`config.mk`:
```
export PLATFORM = sky130hd
export DESIGN_NAME = bitmap_page_allocator_top
export DESIGN_NICKNAME = d
export VERILOG_FILES = /design/src/design/bpa_pkg.sv /design/src/design/bitmap_page_allocator_top.sv
export SDC_FILE = /design/constraint.sdc
export NUM_CORES = 2
export LEC_CHECK = 0
export ABC_AREA = 1
export BUFFER_PORTS_ARGS = -buffer_cell sky130_fd_sc_hd__buf_2
export CAP_MARGIN = 20
export CORE_ASPECT_RATIO = 0.6
export CORE_UTILIZATION = 25
export CTS_BUF_LIST = sky130_fd_sc_hd__clkbuf_4 sky130_fd_sc_hd__clkbuf_8 sky130_fd_sc_hd__clkbuf_16
export DETAILED_ROUTE_END_ITERATION = 10
export RECOVER_POWER = 50
export SLEW_MARGIN = 15
export SYNTH_ARGS = -nofsm -noshare
export SYNTH_HDL_FRONTEND = slang
export SYNTH_SLANG_ARGS = --single-unit
export TNS_END_PERCENT = 50
```
`constraint.sdc`:
```
create_clock -name clk -period 9.05 [get_ports clk]
set_clock_uncertainty 0.1 [all_clocks]
set_input_delay 0.4525 -clock clk [delete_from_list [all_inputs] [get_ports clk]]
set_output_delay 0.4525 -clock clk [all_outputs]
set_load 0.01 [all_outputs]
```
`src/design/bpa_pkg.sv`:
```
package bpa_pkg;

    localparam int BITMAP_BYTES = 128;
    localparam int SLOT_TOTAL   = BITMAP_BYTES * 8;
    localparam int ADDR_W       = (BITMAP_BYTES > 1) ? $clog2(BITMAP_BYTES) : 1;
    localparam int COUNT_W      = $clog2(SLOT_TOTAL + 1);

    localparam logic [7:0] BYTE_FULL = 8'hFF;

    typedef enum logic [1:0]
    {
        KIND_ALLOC = 2'd0,
        KIND_FREE  = 2'd1,
        KIND_QUERY = 2'd2,
        KIND_NONE  = 2'd3
    } kind_t;

    typedef enum logic [1:0]
    {
        S_IDLE,
        S_SCAN,
        S_CHECK,
        S_DONE
    } state_t;

    // position of the lowest clear bit; caller guarantees one exists
    function automatic logic [2:0] lowest_zero(input logic [7:0] b);
        logic [2:0] r;
        r = 3'd0;
        for (int k = 7; k >= 0; k--)
        begin
            if (!b[k])
            begin
                r = 3'(k);
            end
        end
        return r;
    endfunction

endpackage

```
`src/design/bitmap_page_allocator_top.sv`:
```
// First-free page slot allocator over a bitmap of BITMAP_BYTES bytes (eight slots per
// byte, slot s at byte s/8 bit s%8) plus a used-slot counter. Each request transaction
// (allocate, free, query, unused kind) yields exactly one result transaction carrying
// success, the allocated slot and the used count after the request. The input side
// stalls while a request is in work. An in-range free or query does one bitmap memory
// read and one check/write step, then loads the output register. Allocate walks the
// bitmap memory one byte per cycle from byte 0 until it finds a byte with a clear bit
// or reaches the last byte; an allocate on a full bitmap fails without a scan. A
// result that is stalled at the output holds the next result in the sequencer. After
// reset every slot reads free at once: per-byte valid flops mask bytes never written,
// no clearing pass.
module bitmap_page_allocator_top
(
    input  logic        clk,
    input  logic        rst_n,
    input  logic        in_valid,
    output logic        in_stall,
    input  logic [1:0]  kind,
    input  logic [9:0]  page_index,
    output logic        out_valid,
    input  logic        out_stall,
    output logic        success,
    output logic [9:0]  found_page,
    output logic [10:0] used_count
);
    import bpa_pkg::*;

    localparam logic [ADDR_W-1:0] LAST_ADDR = ADDR_W'(BITMAP_BYTES - 1);

    state_t              state_reg, state_next;
    logic [ADDR_W-1:0]   addr_reg, addr_next;
    kind_t               kind_reg, kind_next;
    logic [2:0]          bit_reg, bit_next;
    logic                succ_reg, succ_next;
    logic [9:0]          found_reg, found_next;
    logic [COUNT_W-1:0]  count_reg, count_next;

    logic                out_valid_reg, out_valid_next;
    logic                success_reg;
    logic [9:0]          found_page_reg;
    logic [10:0]         used_count_reg;

    logic [7:0]          bitmap_mem [BITMAP_BYTES];
    logic [7:0]          rd_data_reg;
    logic [BITMAP_BYTES-1:0] entry_valid_reg;
    logic                rvalid_reg;

    logic [7:0]          byte_val;
    logic                wr_en;
    logic [7:0]          wr_data;
    logic [2:0]          zero_pos;
    logic                in_fire;
    logic                out_free;
    logic                is_full;
    logic                out_of_range;
    logic                slot_used;

    assign in_stall  = (state_reg != S_IDLE);
    assign in_fire   = in_valid && !in_stall;
    assign out_free  = !out_valid_reg || !out_stall;
    assign byte_val  = rvalid_reg ? rd_data_reg : 8'h00;
    assign zero_pos  = lowest_zero(byte_val);
    assign slot_used = byte_val[bit_reg];
    assign is_full   = (32'(count_reg) >= SLOT_TOTAL);
    assign out_of_range = (32'(page_index) >= SLOT_TOTAL);

    // next state
    always_comb
    begin
        state_next = state_reg;
        unique case (state_reg)
            S_IDLE:
            begin
                if (in_valid)
                begin
                    priority if (kind == KIND_ALLOC)
                    begin
                        state_next = is_full ? S_DONE : S_SCAN;
                    end
                    else if (kind == KIND_FREE || kind == KIND_QUERY)
                    begin
                        state_next = out_of_range ? S_DONE : S_CHECK;
                    end
                    else
                    begin
                        state_next = S_DONE;
                    end
                end
            end
            S_SCAN:
            begin
                if (byte_val != BYTE_FULL || addr_reg == LAST_ADDR)
                begin
                    state_next = S_DONE;
                end
            end
            S_CHECK:
            begin
                state_next = S_DONE;
            end
            S_DONE:
            begin
                if (out_free)
                begin
                    state_next = S_IDLE;
                end
            end
            default:
            begin
                state_next = S_IDLE;
            end
        endcase
    end

    // datapath and outputs
    always_comb
    begin
        addr_next      = addr_reg;
        kind_next      = kind_reg;
        bit_next       = bit_reg;
        succ_next      = succ_reg;
        found_next     = found_reg;
        count_next     = count_reg;
        wr_en          = 1'b0;
        wr_data        = byte_val;
        out_valid_next = out_valid_reg && out_stall;

        unique case (state_reg)
            S_IDLE:
            begin
                if (in_fire)
                begin
                    kind_next  = kind_t'(kind);
                    bit_next   = page_index[2:0];
                    succ_next  = 1'b0;
                    found_next = 10'd0;
                    addr_next  = (kind == KIND_ALLOC) ? '0 : ADDR_W'(page_index >> 3);
                end
            end
            S_SCAN:
            begin
                if (byte_val != BYTE_FULL)
                begin
                    wr_en      = 1'b1;
                    wr_data    = byte_val | (8'b1 << zero_pos);
                    succ_next  = 1'b1;
                    found_next = 10'({addr_reg, zero_pos});
                    count_next = count_reg + 1'b1;
                end
                else if (addr_reg != LAST_ADDR)
                begin
                    addr_next = addr_reg + 1'b1;
                end
            end
            S_CHECK:
            begin
                if (kind_reg == KIND_FREE)
                begin
                    if (slot_used)
                    begin
                        wr_en     = 1'b1;
                        wr_data   = byte_val & ~(8'b1 << bit_reg);
                        succ_next = 1'b1;
                        if (count_reg != '0)
                        begin
                            count_next = count_reg - 1'b1;
                        end
                    end
                end
                else
                begin
                    succ_next = !slot_used;
                end
            end
            S_DONE:
            begin
                if (out_free)
                begin
                    out_valid_next = 1'b1;
                end
            end
            default:
            begin
            end
        endcase
    end

    always_ff @(posedge clk or negedge rst_n)
    begin
        if (!rst_n)
        begin
            state_reg     <= S_IDLE;
            count_reg     <= '0;
            out_valid_reg <= 1'b0;
        end
        else
        begin
            state_reg     <= state_next;
            count_reg     <= count_next;
            out_valid_reg <= out_valid_next;
        end
    end

    always_ff @(posedge clk)
    begin
        addr_reg  <= addr_next;
        kind_reg  <= kind_next;
        bit_reg   <= bit_next;
        succ_reg  <= succ_next;
        found_reg <= found_next;
        if (state_reg == S_DONE && out_free)
        begin
            success_reg    <= succ_reg;
            found_page_reg <= found_reg;
            used_count_reg <= 11'(count_reg);
        end
    end

    // bitmap memory: read data is registered from addr_next, so it lines up with addr_reg
    always_ff @(posedge clk)
    begin
        if (wr_en)
        begin
            bitmap_mem[addr_reg] <= wr_data;
        end
        rd_data_reg <= bitmap_mem[addr_next];
    end

    always_ff @(posedge clk or negedge rst_n)
    begin
        if (!rst_n)
        begin
            entry_valid_reg <= '0;
            rvalid_reg      <= 1'b0;
        end
        else
        begin
            if (wr_en)
            begin
                entry_valid_reg[addr_reg] <= 1'b1;
            end
            rvalid_reg <= entry_valid_reg[addr_next];
        end
    end

    assign out_valid  = out_valid_reg;
    assign success    = success_reg;
    assign found_page = found_page_reg;
    assign used_count = used_count_reg;

    a_count_bound: assert property (@(posedge clk) disable iff (!rst_n)
        32'(count_reg) <= SLOT_TOTAL)
        else $error("used count above slot total");

    a_write_state: assert property (@(posedge clk) disable iff (!rst_n)
        wr_en |-> (state_reg == S_SCAN || state_reg == S_CHECK))
        else $error("bitmap write outside scan or check");

    a_alloc_count: assert property (@(posedge clk) disable iff (!rst_n)
        (state_reg == S_SCAN && wr_en) |=> count_reg == $past(count_reg) + 1'b1)
        else $error("allocate did not bump used count");

    a_result_load: assert property (@(posedge clk) disable iff (!rst_n)
        (state_reg == S_DONE && out_free) |=> (out_valid_reg && state_reg == S_IDLE))
        else $error("result not presented after completion");

    a_alloc_sets_bit: assert property (@(posedge clk) disable iff (!rst_n)
        (state_reg == S_SCAN && wr_en) |-> (wr_data != byte_val && (wr_data & ~byte_val) != 8'h00))
        else $error("allocate write did not set a clear bit");

endmodule

```
# After elaboration in Yosys (flattened, before gate mapping)
# Memories as Yosys holds them, arrays and structs flattened. A register that Yosys moved wholly into a read port is not among the register bits.
# Cells that the tools add are included.
# Widths: inputs -> output; s select.
# op_classes
addsub,3
n_lt_le_gt_ge,5
n_eq_ne,18
n_shift,2
n_mux,52
bitwise_logic,4
reduce_logical,23
# ops
operator,n
$or 128x128->128,1
$mux 11,4
$mux 8,4
$mux 7,4
$mux 3,8
$pmux 11 s2,1
$mux 10,2
$pmux 10 s2,1
$lt 7x8->1 const B,2
$ne 2x2->1 const B,8
$pmux 8 s2,1
$shl 1x3->8 const A,2
$mux 1,15
$pmux 7 s2,1
$add 11x1->11 const B,1
$ge 11x11->1 const B,1
$reduce_bool 11->1,1
$sub 11x1->11 const B,1
$mux 2,5
$and 8x8->8,1
$ne 8x8->1 const B,1
$not 8->8,1
$or 8x8->8,1
$pmux 2 s4,1
23 further kinds,39
# word_totals
reg_bits,188
ramBits,1024
input_bits,16
elab_cells,121
mem_count,1
# mem_list
memory,words,word_bits,read_ports,rd_ports_with_merged_regs,wr,line,rtl
bitmap_mem,128,8,1,1,1,bitmap_page_allocator_top.sv:43,logic [7:0] bitmap_mem [BITMAP_BYTES];

# Logic depth before layout (Yosys ltp)
# logic_depth
depth_word,13
depth_mapped,21
mapped_depth_nobuf,19

# Worst setup path after synthesis
# OpenSTA, ideal clock, no wires.
# synth_path
kind,register -> register
start,register state_reg[0]
end,memory bitmap_mem[0][6] (data pin)
arrival_time_ns,6.553
required_ns,7.710
path_slack_ns,1.156
stages_incl_launch_ff,6
synth_period_minus_slack_ns,7.894
cell_sequence,dfrtp_1 > inv_1 > ha_1 > inv_1 > clkbuf_1 > o32ai_1
# synth_between
elab_chain_len,2
word_cells_on_any_way,3
# synth_rtl
element,line,rtl
from (decl),bitmap_page_allocator_top.sv:30,"state_t state_reg, state_next;"
from (signal assigned),bitmap_page_allocator_top.sv:198,state_reg <= state_next;
$eq 2x2->1 or $eq 2x1->1 (tied branches),bitmap_page_allocator_top.sv:128,unique case (state_reg)
$pmux 8 s2 (*),bitmap_page_allocator_top.sv:128,
net wr_data[6],bitmap_page_allocator_top.sv:50,logic [7:0] wr_data;
to (decl),bitmap_page_allocator_top.sv:43,
# The timed path passes the listed nets; every way through them passes the cells marked *.

# Final worst setup path
# layout_path
start,register rvalid_reg
end,memory bitmap_mem[120][0] (data pin)
# layout_between
elab_chain_len,13
word_cells_on_any_way,19
# layout_rtl
element,line,rtl
from (decl),bitmap_page_allocator_top.sv:46,logic rvalid_reg;
from (signal assigned),bitmap_page_allocator_top.sv:242,rvalid_reg <= entry_valid_reg[addr_next];
$mux 8 (*),bitmap_page_allocator_top.sv:61,assign byte_val = rvalid_reg ? rd_data_reg : 8'h00;
$mux 3 (8 in series),bpa_pkg.sv:32,if (!b[k])
$shl 1x3->8,bitmap_page_allocator_top.sv:145,wr_data = byte_val | (8'b1 << zero_pos);
$or 8x8->8,bitmap_page_allocator_top.sv:145,
$mux 8,bitmap_page_allocator_top.sv:142,if (byte_val != BYTE_FULL)
$pmux 8 s2 (*),bitmap_page_allocator_top.sv:128,
net wr_data[0],bitmap_page_allocator_top.sv:50,
# The timed path passes the listed nets; every way through them passes the cells marked *. The select of a mux whose other input is x is not followed.

==> flow_summary.json <==
{
  "outcome": "finished with violations",
  "violations": "capacitance limit, slew limit",
  "dp.cells": 6930,
  "synth_edf_count": 1062,
  "critPathBufInv": 4,
  "drv_slew": 1222,
  "drcViolationCount": 0,
  "clockRootBuffer": "clkbuf_16",
  "drt_iter0_markers": 4616,
  "vias": 35300,
  "most-common-layout-cells": "1511 x nand3_1, 1062 x edfxtp_1, 905 x nand2_1",
  "grt_pass1_wl_mm": 223,
  "core-area_sq_um": 201000,
  "wl_per_cell_um": 21.2,
  "die_h_um": 352,
  "cpPeakStageDelay_ns": 2.48,
  "port_buffers": 39,
  "final_common_cell": "nand3_1",
  "synthDistinctLibCells": 48,
  "finalWorstSetupSlack_ns": 1.55,
  "overflow": 0,
  "die_w_um": 585,
  "tns_ns": 0,
  "area_delta_synth_final_pct": 12.1,
  "worstMarginPinSlew_ns": 5.01,
  "worstPathArrival_ns": 7.44,
  "grt_max_degree": 184,
  "synth-async-reset-ratio": 0.117,
  "synth-seq-area-share": 0.702,
  "yosysWarnings": 0,
  "place_hpwl_mm": 86.3,
  "top_layer": "met5",
  "cp_top_family": "buffers and inverters",
  "worstPathMaxFanout": 69,
  "final_cells": 7133,
  "dr_wl_met2_mm": 60.4,
  "required_ns": 8.99,
  "hold_class": "in -> reg",
  "drive_gt1_frac": 0.0712,
  "netlist_instances": 4426,
  "crit_path_end_kind": "flip-flop",
  "utilization": 0.284,
  "die-area_sq_um": 206000,
  "clk_path_buf_depth": 3,
  "place_ws_ns": 2.35,
  "synth_area_per_cell_sq_um": 11.5,
  "slew_headroom": -2.34,
  "rsz0062_at_grt": "no",
  "ios": 40,
  "drt-met1-wl_mm": 68.0,
  "synth_area_sq_um": 51000,
  "fin_crit_ns": 7.50,
  "ctsHtreeMaxLevel": 3,
  "routed_wl_mm": 151,
  "hold_viol": 0,
  "fmax_mhz": 133,
  "cts_setup_buffers": 0,
  "crit_chain": "nand2_1 -> inv_1 -> o2111ai_1 -> nand2_1 -> inv_1 -> nor2_1 -> nand3_1 -> nand3_1 -> a31oi_4 -> clkbuf_1 -> clkbuf_1",
  "cts_buffers": 100,
  "clock_latency_ns": 0.71,
  "path_class": "reg -> reg",
  "rows": 127,
  "startpoint_type": "flip-flop",
  "ff2ff_setup_slack_ns": 1.55,
  "antenna_found_initial": 9,
  "min_period_over_period": 0.829,
  "syn-num-nets": 4460,
  "cts_sinks": 1220,
  "viasPerCell": 4.95,
  "largest_reg_flops": 1024,
  "yosys_register_bits": 1220,
  "clk_pin_slew_ns": 0.08,
  "synth_ff_type": "edfxtp_1",
  "setup_viol": 0,
  "grt_pass1_vias": 32900,
  "gp_congestion": 0.881,
  "grt_use_total": 0.143,
  "nets": 4372,
  "dr.pass1.iters": 7,
  "dr_wl_met3_mm": 19.9,
  "start_util": 0.253,
  "antenna_left": 0,
  "maxCapViolCount": 28,
  "cts_tree": "built",
  "slowest_stage": "clkbuf_1"
}
## cell families (layout without fill, tap and decap cells)
kind of cell / count (synthesis) / count (layout) / synth area share
xor+xnor: 9 / 9 / 0.00155
buf+inv: 373 / 369 / 0.0341
compound gates: 77 / 77 / 0.00911
mux: 1 / 1 / 0.000196
fa+ha+maj: 18 / 18 / 0.00457
simple gates: 2728 / 2728 / 0.249
flops: 1220 / 1220 / 0.702
other cells: 0 / 2 / 0
## path summary, 6_finish.rpt
kind / cells past startpoint / startpoint / endpoint
min in group asynchronous: 2 / rst_n / entry_valid_reg[99]$_DFFE_PN0P_
hold reg to reg: 0 / found_reg[1]$_SDFFCE_PN0P_ / found_page[1]$_DFFE_PP_
setup / recovery: 11 / rvalid_reg$_DFF_PN0_ / bitmap_mem[120][0]$_DFFE_PP_
setup reg to reg: 11 / rvalid_reg$_DFF_PN0_ / bitmap_mem[120][0]$_DFFE_PP_
max in group asynchronous: 4 / rst_n / entry_valid_reg[79]$_DFFE_PN0P_
hold / removal: 5 / in_valid / succ_reg$_DFFE_PP_
## Yosys cell counts, types with 3 or more instances
| master | instances | area (sq um) |
|---|---|---|
| nor2_2 | 3 | 18.8 |
| dfxtp_1 | 15 | 300 |
| a31oi_1 | 5 | 31.3 |
| a21oi_1 | 15 | 75.1 |
| clkbuf_1 | 105 | 394 |
| nand4_4 | 7 | 149 |
| a211oi_1 | 3 | 22.5 |
| a21boi_0 | 3 | 22.5 |
| edfxtp_1 | 1062 | 31900 |
| nand2_2 | 4 | 25.0 |
| buf_6 | 6 | 67.6 |
| buf_4 | 41 | 308 |
| dfrtp_1 | 143 | 3580 |
| o21ai_0 | 33 | 165 |
| ha_1 | 17 | 213 |
| nand3_1 | 1512 | 7570 |
| nor3_1 | 4 | 20.0 |
| inv_1 | 65 | 244 |
| buf_1 | 35 | 131 |
| nand2_1 | 904 | 3390 |
| or2_1 | 68 | 425 |
| nor2_1 | 154 | 578 |
| or2_2 | 58 | 363 |
| buf_2 | 110 | 551 |
| xor2_1 | 8 | 70.1 |
| a22oi_1 | 3 | 22.5 |
| inv_2 | 10 | 37.5 |
| nor2_4 | 6 | 67.6 |
## per-layer routing
layer | up-vias | GRT usage
met5 | - | 0
met2 | 1950 | 0.194
met4 | 8 | 0.0280
li1 | 15600 | -
met1 | 17500 | 0.218
met3 | 231 | 0.0464
## final cells by class
cell class / count / area, sq um
Fill cell: 20700 / 144000
Timing Repair Buffer: 107 / 664
Sequential cell: 1220 / 35800
Antenna cell: 2 / 5.00
Inverter: 76 / 293
Clock inverter: 52 / 676
Tap cell: 2709 / 3390
Clock buffer: 134 / 2840
Multi-Input combinational cell: 2833 / 13500
## what timing repair did
action / in CTS / in global routing
hold endpoints to repair: 71 / 0
setup endpoints to repair: 0 / 0
gates resized for setup: 0 / 0
hold buffers: 7 / 0
## per-stage QoR
step / hold WS, ns / instance area [sq um]
finish: 0.222 / 57100
detailed placement: 0.311 / 53700
global placement: 0.313 / 53700
global route: 0.222 / 57100
floorplan: 0.0569 / 51000
CTS: 0.182 / 57300
## tightest hold or removal path: cells and delay by family
family	cells	cell delay, ns
AOI/OAI and AO/OA	2	0.18
buffers and inverters	3	0.22
Power is not shown: default switching activity piles up to over one toggle a cycle in this logic, so the estimate is an artifact.
